$ cat src/rtl/isdc_pkg.sv
`timescale 1ns / 1ps

package isdc_pkg;

  typedef enum logic {
    MODE_S2D = 1'b0,
    MODE_D2S = 1'b1
  } mode_e;

  typedef enum logic {
    ST_OK      = 1'b0,
    ST_INVALID = 1'b1
  } status_e;

  // Single precision field layout
  localparam int unsigned SpExpW  = 8;
  localparam int unsigned SpFracW = 23;
  localparam int unsigned SpBias  = 127;
  // Double precision field layout
  localparam int unsigned DpExpW  = 11;
  localparam int unsigned DpFracW = 52;
  localparam int unsigned DpBias  = 1023;

  typedef struct packed {
    logic [63:0] result;
    logic        status;
  } conv_res_t;

endpackage

$ cat src/rtl/ieee_single_double_convert_core.sv
`timescale 1ns / 1ps

// Channel | Direction | Signals
// input   | in        | in_valid_i, in_stall_o, mode_i, value_i
// output  | out       | out_valid_o, out_stall_i, result_o, status_o
//
// One transaction per cycle while the output is not stalled; path: input register, then result register.
// Each item is converted by one pass of logic between the two registers.
// Reset clears only the valid flags; payload registers are not reset.
// A stall on the output holds the result; the input stage still takes a
// transaction while the result register is free or being emptied.
module ieee_single_double_convert_core (
  input  logic        clk_i,
  input  logic        rst_ni,
  input  logic        in_valid_i,
  output logic        in_stall_o,
  input  logic        mode_i,
  input  logic [63:0] value_i,
  output logic        out_valid_o,
  input  logic        out_stall_i,
  output logic [63:0] result_o,
  output logic        status_o
);

  logic        a_vld_q, a_vld_d;
  logic        a_mode_q;
  logic [63:0] a_val_q;
  logic        r_vld_q, r_vld_d;
  isdc_pkg::conv_res_t r_q;
  isdc_pkg::conv_res_t s2d_res, d2s_res, sel_res;
  logic        r_load, a_load;

  isdc_s2d u_s2d (.word_i(a_val_q[31:0]), .res_o(s2d_res));
  isdc_d2s u_d2s (.word_i(a_val_q),       .res_o(d2s_res));

  // handshake flow
  always_comb begin
    r_load     = a_vld_q && (!r_vld_q || !out_stall_i);
    a_load     = !a_vld_q || r_load;
    in_stall_o = !a_load;
    a_vld_d    = a_load ? in_valid_i : a_vld_q;
    r_vld_d    = r_load ? 1'b1 : (r_vld_q && out_stall_i);
    sel_res    = (isdc_pkg::mode_e'(a_mode_q) == isdc_pkg::MODE_D2S) ? d2s_res : s2d_res;
  end

  always_ff @(posedge clk_i or negedge rst_ni) begin
    if (!rst_ni) begin
      a_vld_q <= 1'b0;
      r_vld_q <= 1'b0;
    end else begin
      a_vld_q <= a_vld_d;
      r_vld_q <= r_vld_d;
    end
  end

  // payload registers
  always_ff @(posedge clk_i) begin
    if (a_load && in_valid_i) begin
      a_mode_q <= mode_i;
      a_val_q  <= value_i;
    end
    if (r_load) r_q <= sel_res;
  end

  assign out_valid_o = r_vld_q;
  assign result_o    = r_q.result;
  assign status_o    = r_q.status;

`ifndef NO_ASSERTIONS
  a_hold: assert property (@(posedge clk_i) disable iff (!rst_ni)
    out_valid_o && out_stall_i |=> out_valid_o && $stable(result_o))
    else $error("result changed under stall");
  a_invalid_zero: assert property (@(posedge clk_i) disable iff (!rst_ni)
    out_valid_o && status_o |-> result_o == 64'd0)
    else $error("invalid status with nonzero result");
  a_adv: assert property (@(posedge clk_i) disable iff (!rst_ni)
    a_vld_q && !out_valid_o |=> out_valid_o)
    else $error("item not advanced");
  a_flow: assert property (@(posedge clk_i) disable iff (!rst_ni)
    !out_stall_i |-> !in_stall_o)
    else $error("input stalled without output stall");
`endif

endmodule

$ cat src/rtl/isdc_s2d.sv
`timescale 1ns / 1ps

// Exact single to double widening; infinity and NaN give invalid status
module isdc_s2d (
  input  logic [31:0]          word_i,
  output isdc_pkg::conv_res_t  res_o
);

  logic        sign;
  logic [7:0]  sexp;
  logic [22:0] frac;
  logic [4:0]  lead;
  logic [22:0] norm;
  logic [10:0] dexp;

  // leading one position of a subnormal fraction
  always_comb begin
    lead = 5'd0;
    for (int i = 0; i < 23; i++) begin
      if (frac[i]) lead = 5'(i);
    end
  end

  always_comb begin
    sign = word_i[31];
    sexp = word_i[30:23];
    frac = word_i[22:0];
    // drop the leading one and left-align the rest
    norm = 23'(frac << (5'd23 - lead));
    // value is 2^(lead - 149), so biased exponent is lead + 874
    dexp = 11'(11'd874 + 11'(lead));
    res_o.status = isdc_pkg::ST_OK;
    res_o.result = '0;
    if (word_i[30:0] == '0) begin
      res_o.result = {sign, 63'd0};
    end else if (sexp == 8'hff) begin
      res_o.status = isdc_pkg::ST_INVALID;
    end else if (sexp == 8'd0) begin
      res_o.result = {sign, dexp, norm, 29'd0};
    end else begin
      res_o.result = {sign, 11'(11'(sexp) + 11'd896), frac, 29'd0};
    end
  end

endmodule

$ cat src/rtl/isdc_d2s.sv
`timescale 1ns / 1ps

// Double to single narrowing, truncating toward zero; overflow gives infinity, infinity and NaN give invalid status
module isdc_d2s (
  input  logic [63:0]          word_i,
  output isdc_pkg::conv_res_t  res_o
);

  logic        sign;
  logic [10:0] dexp;
  logic [51:0] frac;
  logic [52:0] sig;
  logic [10:0] sh;
  logic [52:0] shifted;

  always_comb begin
    sign = word_i[63];
    dexp = word_i[62:52];
    frac = word_i[51:0];
    sig  = {1'b1, frac};
    // sh = -97 - p = 926 - exponent, only used when exponent < 897
    sh = 11'(11'd926 - dexp);
    shifted = (sh >= 11'd64) ? 53'd0 : (sig >> sh[5:0]);
    res_o.status = isdc_pkg::ST_OK;
    res_o.result = '0;
    if (dexp == 11'd0) begin
      if (frac != '0) res_o.result = {32'd0, sign, 31'd0};
    end else if (dexp == 11'h7ff) begin
      res_o.status = isdc_pkg::ST_INVALID;
    end else if (dexp > 11'd1150) begin
      res_o.result = {32'd0, sign, 8'hff, 23'd0};
    end else if (dexp < 11'd897) begin
      res_o.result = {32'd0, sign, 8'd0, shifted[22:0]};
    end else begin
      res_o.result = {32'd0, sign, 8'(dexp - 11'd896), frac[51:29]};
    end
  end

endmodule
$ cat config.mk
export PLATFORM = sky130hd
export DESIGN_NAME = ieee_single_double_convert_core
export DESIGN_NICKNAME = d
export VERILOG_FILES = /design/src/rtl/isdc_pkg.sv /design/src/rtl/ieee_single_double_convert_core.sv /design/src/rtl/isdc_s2d.sv /design/src/rtl/isdc_d2s.sv
export SDC_FILE = /design/constraint.sdc
export NUM_CORES = 1
export LEC_CHECK = 0
export ABC_AREA = 1
export BUFFER_PORTS_ARGS = -buffer_cell sky130_fd_sc_hd__buf_2
export CAP_MARGIN = 20
export CORE_ASPECT_RATIO = 1.1
export CORE_MARGIN = 2
export CORE_UTILIZATION = 25
export CTS_CLUSTER_DIAMETER = 80
export DETAILED_ROUTE_END_ITERATION = 6
export SLEW_MARGIN = 25
export SYNTH_ARGS = -nofsm -noshare
export SYNTH_HDL_FRONTEND = slang
export SYNTH_SLANG_ARGS = --single-unit
$ cat constraint.sdc
create_clock -name clk_i -period 4.7 [get_ports clk_i]
set_input_delay 0.47 -clock clk_i [delete_from_list [all_inputs] [get_ports clk_i]]
set_output_delay 0.47 -clock clk_i [all_outputs]
set_load 0.02 [all_outputs]
==> impl_metrics.py, run 1 <==
metrics = {
    "outcome": {
        "status": "finished clean",
    },
    "sta": {
        "tightestPinTransition_ps": 948,
        "timing.clock.skew_ps": 10.3,
        "period_minus_slack_ps": 3760,
        "hold_ws_ps": 188,
        "period_utilisation_layout": 0.799,
        "final_hold_viol_count": 0,
        "slew_viol_final": 0,
        "setup_total_negative_slack_ps": 0,
        "unrepaired_setup_endpoints_after_global_routing": "no",
        "slew_headroom": 0.364,
        "achievable-frequency_mhz": 266,
        "final_setup_violation_count": 0,
    },
    "synthesis": {
        "synth_seq_area_share": 0.431,
        "synth_nets": 1251,
        "synthesis.area_mm2": 0.00910,
        "synth_cells": 1175,
        "synthDistinctLibCells": 48,
        "yosysWarningCount": 0,
        "async_flop_share": 0.0153,
        "synthesis.area_per_instance_um2": 7.74,
        "synth_seq_cells": 131,
        "ys.flop_type": "edfxtp_1",
        "number_of_enable_flip_flop_cells_after_synthesis": 129,
    },
    "cts": {
        "cts_made_buffers": 17,
        "clkLatencyLatePin_ps": 450,
        "cts_resized": 0,
        "tritoncts_clock_tree": "yes",
        "clk_pin_slew_ps": 60,
        "cts_post_setup_buffers_inserted": 0,
        "cts.sinks": 131,
        "cts_max_path_buffers": 2,
        "ctsHoldBuffers": 1,
        "clockRootBuffer": "clkbuf_16",
        "htree_levels": 4,
    },
    "layout": {
        "nFillCells": 3924,
        "final_net_count": 1363,
        "multi_input_comb_area_mm2": 0.00449,
        "final_layout_size_suffix_gt1_frac": 0.173,
        "final-instance-count-excl-fill": 1788,
        "layout-area-overhead-vs-synth_pct": 19.7,
        "area.sequential_mm2": 0.00392,
    },
    "worst_setup_path": {
        "crit_path_end_kind": "flip-flop",
        "crit_path_start_kind": "flip-flop",
        "crit_arrival_ps": 4030,
        "rr_worst_depth": 12,
        "timing.critical_path.fanout_max": 65,
        "required_worst_endpoint_ps": 4980,
        "timing_worst_setup_path_type": "reg2reg",
    },
    "route": {
        "detail_route.first_pass.iterations": 5,
        "detailed_route_via_count": 9002,
        "detailedRoute.firstIterationViolations": 988,
        "drt_wl_total_um": 33900,
        "via_per_inst": 5.03,
        "detail_route.drc_violations": 0,
        "detail-route-antenna-nets": 0,
        "route.detailed.wl_per_inst_um": 19.0,
    },
    "floorplan": {
        "fp-row-count": 73,
        "fp.dieArea_mm2": 0.0379,
        "pin_count": 136,
        "floorplan.initialDensity": 0.253,
        "die_h_um": 204,
        "die_width_um": 186,
        "placeableCoreArea_mm2": 0.0360,
    },
    "global_routing": {
        "initial_antenna_violation_count": 2,
        "grt_overflow_total": 0,
        "global_route_wire_length_before_repair_um": 51500,
        "grt_max_degree": 66,
        "grt_pass1_vias": 8859,
        "grt_usage": 0.182,
    },
    "placed_design": {
        "dp_hpwl_um": 25900,
        "place_congestion": 0.938,
        "portBuffers": 135,
        "placed_instances": 1754,
    },
    "power_and_ir_drop": {
        "p_total_mw": 3.92,
        "power.density_mw_per_mm2": 360,
        "maximum_vdd_ir_drop_uv": 197,
        "power.static_leakage_nw": 4.67,
    },
    "worst_hold_path": {
        "holdCritPathClass": "in2reg",
        "min_path_cells": 1,
    },
    "flow_run": {
        "cap_violations": 0,
    },
}
==> stage by stage <==
step	setup WS [ps]	utilization	area (um^2)
after CTS	948	0.302	10900
after global routing	616	0.303	10900
final	944	0.303	10900
after detailed placement	959	0.285	10300
after global placement	875	0.285	10300
after floorplan	592	-	9100
==> cells in the mapped netlist, types with 3 or more instances <==
| master | n | share of area |
|---|---|---|
| inv_1 | 99 | 0.041 |
| nand3_2 | 4 | 0.0044 |
| nor2_1 | 76 | 0.031 |
| a32oi_1 | 5 | 0.0048 |
| edfxtp_1 | 129 | 0.43 |
| o211ai_1 | 13 | 0.011 |
| nand4_1 | 14 | 0.0096 |
| buf_4 | 3 | 0.0025 |
| buf_1 | 8 | 0.0033 |
| clkbuf_1 | 35 | 0.014 |
| o2111ai_1 | 6 | 0.0058 |
| buf_2 | 16 | 0.0088 |
| o22ai_1 | 7 | 0.0048 |
| nand3_1 | 102 | 0.056 |
| nor3_1 | 6 | 0.0033 |
| nand2_1 | 309 | 0.13 |
| o21ai_0 | 140 | 0.077 |
| nand2_2 | 4 | 0.0028 |
| a22oi_1 | 5 | 0.0041 |
| or2_2 | 8 | 0.0055 |
| mux2i_1 | 57 | 0.063 |
| ha_1 | 7 | 0.0096 |
| inv_2 | 9 | 0.0037 |
| o221ai_1 | 3 | 0.0029 |
| a21oi_1 | 78 | 0.043 |
| nor4_1 | 3 | 0.0021 |
==> state kept, by name, indices dropped and copies added (netlist names) <==
register / flops
a_val_q: 64
result_o: 63
a_mode_q: 1
a_vld_q: 1
out_valid_o: 1
status_o: 1
==> cells by family (layout without fill, tap and decap cells) <==
family / count (synthesis) / after routing / synth area share
other: 0 / 1 / 0
DFF: 131 / 131 / 0.431
buffers and inverters: 174 / 299 / 0.0769
adders and majority gates: 7 / 7 / 0.00963
AOI/OAI and AO/OA: 270 / 270 / 0.165
xor gates and xnor gates: 2 / 2 / 0.00275
muxes: 57 / 57 / 0.0627
and+or+nand+nor: 534 / 534 / 0.252
==> final timing paths <==
kind / from / endpoint / slack (ps)
max: a_val_q[52] / result_o[8] / 940
min: value_i[29] / a_val_q[29] / 190
max reg2reg: a_val_q[52] / result_o[8] / 940
min reg2reg: a_vld_q / out_valid_o / 490
max in group asynchronous: rst_ni / a_vld_q / 4260
min in group asynchronous: rst_ni / out_valid_o / 340
==> layout make-up <==
| class | count | share of cell area |
|---|---|---|
| multi-input cells | 870 | 0.412 |
| clock buffers | 17 | 0.0391 |
| inverters | 110 | 0.0379 |
| well taps | 487 | 0.0560 |
| flip-flops and latches | 131 | 0.360 |
| repair buffers | 157 | 0.0774 |
| diodes | 1 | 0.000230 |
| clock inverters | 15 | 0.0168 |
==> report_power, final <==
part           internal, mW  switching (mW)
Combinational         0.304           0.727
Clock                 0.835           0.549
Sequential             1.42          0.0828
Total                  2.56            1.36
==> metal layers <==
layer	up-vias	track usage	part of all wire
met2	457	0.266	0.43
met1	4183	0.248	0.44
met5	-	0	0.00086
met4	4	0.0962	0.041
li1	4287	-	-
met3	71	0.0406	0.085
==> worst max-delay path, cell delays in order, from the launching register on <==
cell and delay, ps:
edfxtp_1 370, buf_4 450, ha_1 280, nand2_1 70, nand2_1 90, clkinv_1 740, buf_4 470, o21ai_0 270
nand2_1 100, nand3_1 90, o221ai_1 150, a211o_1 330, a21oi_1 150
==> layout by cell type, fill, tap and decap left out, drive strengths merged, types with 2 or more instances in the layout <==
| cell type | synthesis | final |
|---|---|---|
| dfrtp | 2 | 2 |
| mux2i | 57 | 57 |
| clkinvlp | 0 | 6 |
| nor2 | 78 | 78 |
| o22ai | 7 | 7 |
| o2111ai | 6 | 6 |
| o211ai | 13 | 13 |
| edfxtp | 129 | 129 |
| nand2 | 315 | 315 |
| nand3 | 106 | 106 |
| bufinv | 0 | 3 |
| a22oi | 5 | 5 |
| ha | 7 | 7 |
| inv | 108 | 110 |
| clkbuf | 35 | 17 |
| xor2 | 2 | 2 |
| o21ai | 141 | 141 |
| nor4 | 3 | 3 |
| clkinv | 2 | 6 |
| a21oi | 80 | 80 |
| buf | 29 | 156 |
| nor3 | 7 | 7 |
| o31ai | 2 | 2 |
| o221ai | 3 | 3 |
| nand4 | 15 | 15 |
| or2 | 8 | 8 |
| a32oi | 5 | 5 |
(Power assumes the default switching activity.)
==> inputs of run 2 (changes only) <==
- clock period: 4.7 -> 3.6 ns (I/O delays scaled with it)
==> impl_metrics.py, run 2 (synthesis results as in run 1) <==
metrics = {
    "route": {
        "detail_route.drc_violations": 0,
        "drt_wl_total_um": 33900,
        "detailedRoute.firstIterationViolations": 1151,
        "route.detailed.wl_per_inst_um": 18.8,
        "detailed_route_via_count": 8973,
        "detail-route-antenna-nets": 0,
        "detail_route.first_pass.iterations": 5,
        "via_per_inst": 4.98,
    },
    "floorplan": {
        "die_width_um": 186,
        "placeableCoreArea_mm2": 0.0360,
        "die_h_um": 204,
        "fp.dieArea_mm2": 0.0379,
        "floorplan.initialDensity": 0.253,
        "fp-row-count": 73,
        "pin_count": 136,
    },
    "layout": {
        "area.sequential_mm2": 0.00392,
        "nFillCells": 3953,
        "final_layout_size_suffix_gt1_frac": 0.182,
        "utilization": 0.306,
        "regMostFlops": "a_val_q",
        "final_net_count": 1380,
        "diodes": 0,
        "finalInstanceArea_mm2": 0.0110,
        "largest_register_ff_count": 64,
        "multi_input_comb_area_mm2": 0.00448,
        "layout-area-overhead-vs-synth_pct": 21.0,
        "final-instance-count-excl-fill": 1803,
        "most-common-layout-cells": "nand2_1 (309), o21ai_0 (140), buf_2 (135), edfxtp_1 (129), nand3_1 (102)",
        "commonest_non_fill_non_tap_cell_in_the_layout": "nand2_1",
    },
    "placed_design": {
        "dp_hpwl_um": 26100,
        "placed_cell_area_mm2": 0.0104,
        "dpl_worst_slack_ps": 469,
        "placed_instances": 1771,
        "portBuffers": 135,
        "place_congestion": 0.974,
    },
    "global_routing": {
        "initial_antenna_violation_count": 0,
        "grt_max_degree": 65,
        "grt_overflow_total": 0,
        "grt_usage": 0.183,
        "global_route_wire_length_before_repair_um": 51700,
        "grt_pass1_vias": 8728,
    },
    "sta": {
        "achievable-frequency_mhz": 307,
        "setup_total_negative_slack_ps": 0,
        "final_setup_violation_count": 0,
        "hold_ws_ps": 90.1,
        "final_hold_viol_count": 0,
        "slew_viol_final": 0,
        "timing.clock.skew_ps": 8.08,
        "period_minus_slack_ps": 3260,
        "unrepaired_setup_endpoints_after_global_routing": "no",
        "tightestPinTransition_ps": 892,
        "setup_ws_ps": 338,
        "period_utilisation_layout": 0.906,
        "slew_headroom": 0.405,
    },
    "cts": {
        "tritoncts_clock_tree": "yes",
        "cts_post_setup_buffers_inserted": 0,
        "cts_made_buffers": 17,
        "htree_levels": 4,
        "clk_pin_slew_ps": 60,
        "clockRootBuffer": "clkbuf_16",
        "cts.sinks": 131,
        "cts_max_path_buffers": 2,
        "clkLatencyLatePin_ps": 440,
    },
    "worst_hold_path": {
        "min_path_cells": 1,
        "holdCritPathClass": "in2reg",
    },
    "power_and_ir_drop": {
        "maximum_vdd_ir_drop_uv": 276,
        "power_frac_seq": 0.388,
        "p_total_mw": 5.06,
        "sw_ratio": 0.339,
        "total_internal_power_mw": 3.34,
        "switchingPower_mw": 1.71,
        "power.share.combinational": 0.267,
        "power.density_mw_per_mm2": 459,
        "power.static_leakage_nw": 4.76,
        "pwr-share-clk": 0.345,
    },
    "worst_setup_path": {
        "timing.critical_path.fanout_max": 7,
        "required_worst_endpoint_ps": 3890,
        "crit_arrival_ps": 3550,
        "timing_worst_setup_path_type": "reg2reg",
        "crit_path_start_kind": "flip-flop",
        "crit_path_end_kind": "flip-flop",
        "rr_worst_depth": 14,
        "minimum_setup_slack_among_reg_to_reg_paths_ps": 340,
    },
    "flow_run": {
        "cap_violations": 0,
    },
    "outcome": {
        "status": "finished clean",
    },
}
## run 2: cell count changes in the layout (fill, tap and decap cells not counted), sizes merged
cell	delta
diode	-1
inv	-2
clkinvlp	-3
buf	+17
clkinv	+4
## run 2: area by class of cell
class,count,share of cell area
timing repair buffer,174,0.0894
sequential,131,0.357
clock buffer,17,0.0387
inverter,110,0.0375
clock inverter,14,0.0150
multi-input combinational,870,0.408
tap,487,0.0554
## run 2: worst max-delay path: stages, from the launching register on
cell,delay [ps]
edfxtp_1,540
nor2_1,230
nand2_1,100
nor2_1,280
inv_1,150
nor2_1,180
ha_1,170
inv_1,50
nor2_1,180
inv_1,170
nor2_1,550
inv_1,140
o21ai_0,100
o21ai_0,120
a21oi_1,150
## run 2: per-layer routing
metal | vias to the layer above | part of all wire | GRT usage
met5 | - | 0 | 0
met4 | 0 | 0.031 | 0.0703
met3 | 62 | 0.071 | 0.0378
met2 | 376 | 0.44 | 0.276
met1 | 4215 | 0.46 | 0.255
li1 | 4320 | - | -
## run 2: worst paths after layout
kind / startpoint / to
max: a_val_q[17] / result_o[37]
min: value_i[51] / a_val_q[51]
max reg2reg: a_val_q[17] / result_o[37]
min reg2reg: a_vld_q / out_valid_o
max in group asynchronous: rst_ni / out_valid_o
min in group asynchronous: rst_ni / a_vld_q
## run 2: what timing repair did
action,4_1_cts,5_1_grt
hold buffers,1,0
hold endpoints to repair,2,0
gates resized for setup,0,0
## run 2: power by group through the flow
| stage | Sequential, mW | Combinational (mW) | Clock, mW |
|---|---|---|---|
| after global placement | 1.99 | 1.33 | 0 |
| after global routing | 1.97 | 1.49 | 1.86 |
| final | 1.96 | 1.35 | 1.75 |
| after detailed placement | 1.99 | 1.33 | 0 |
| after floorplan | 2.05 | 0.802 | 0 |
| after CTS | 1.96 | 1.34 | 1.80 |
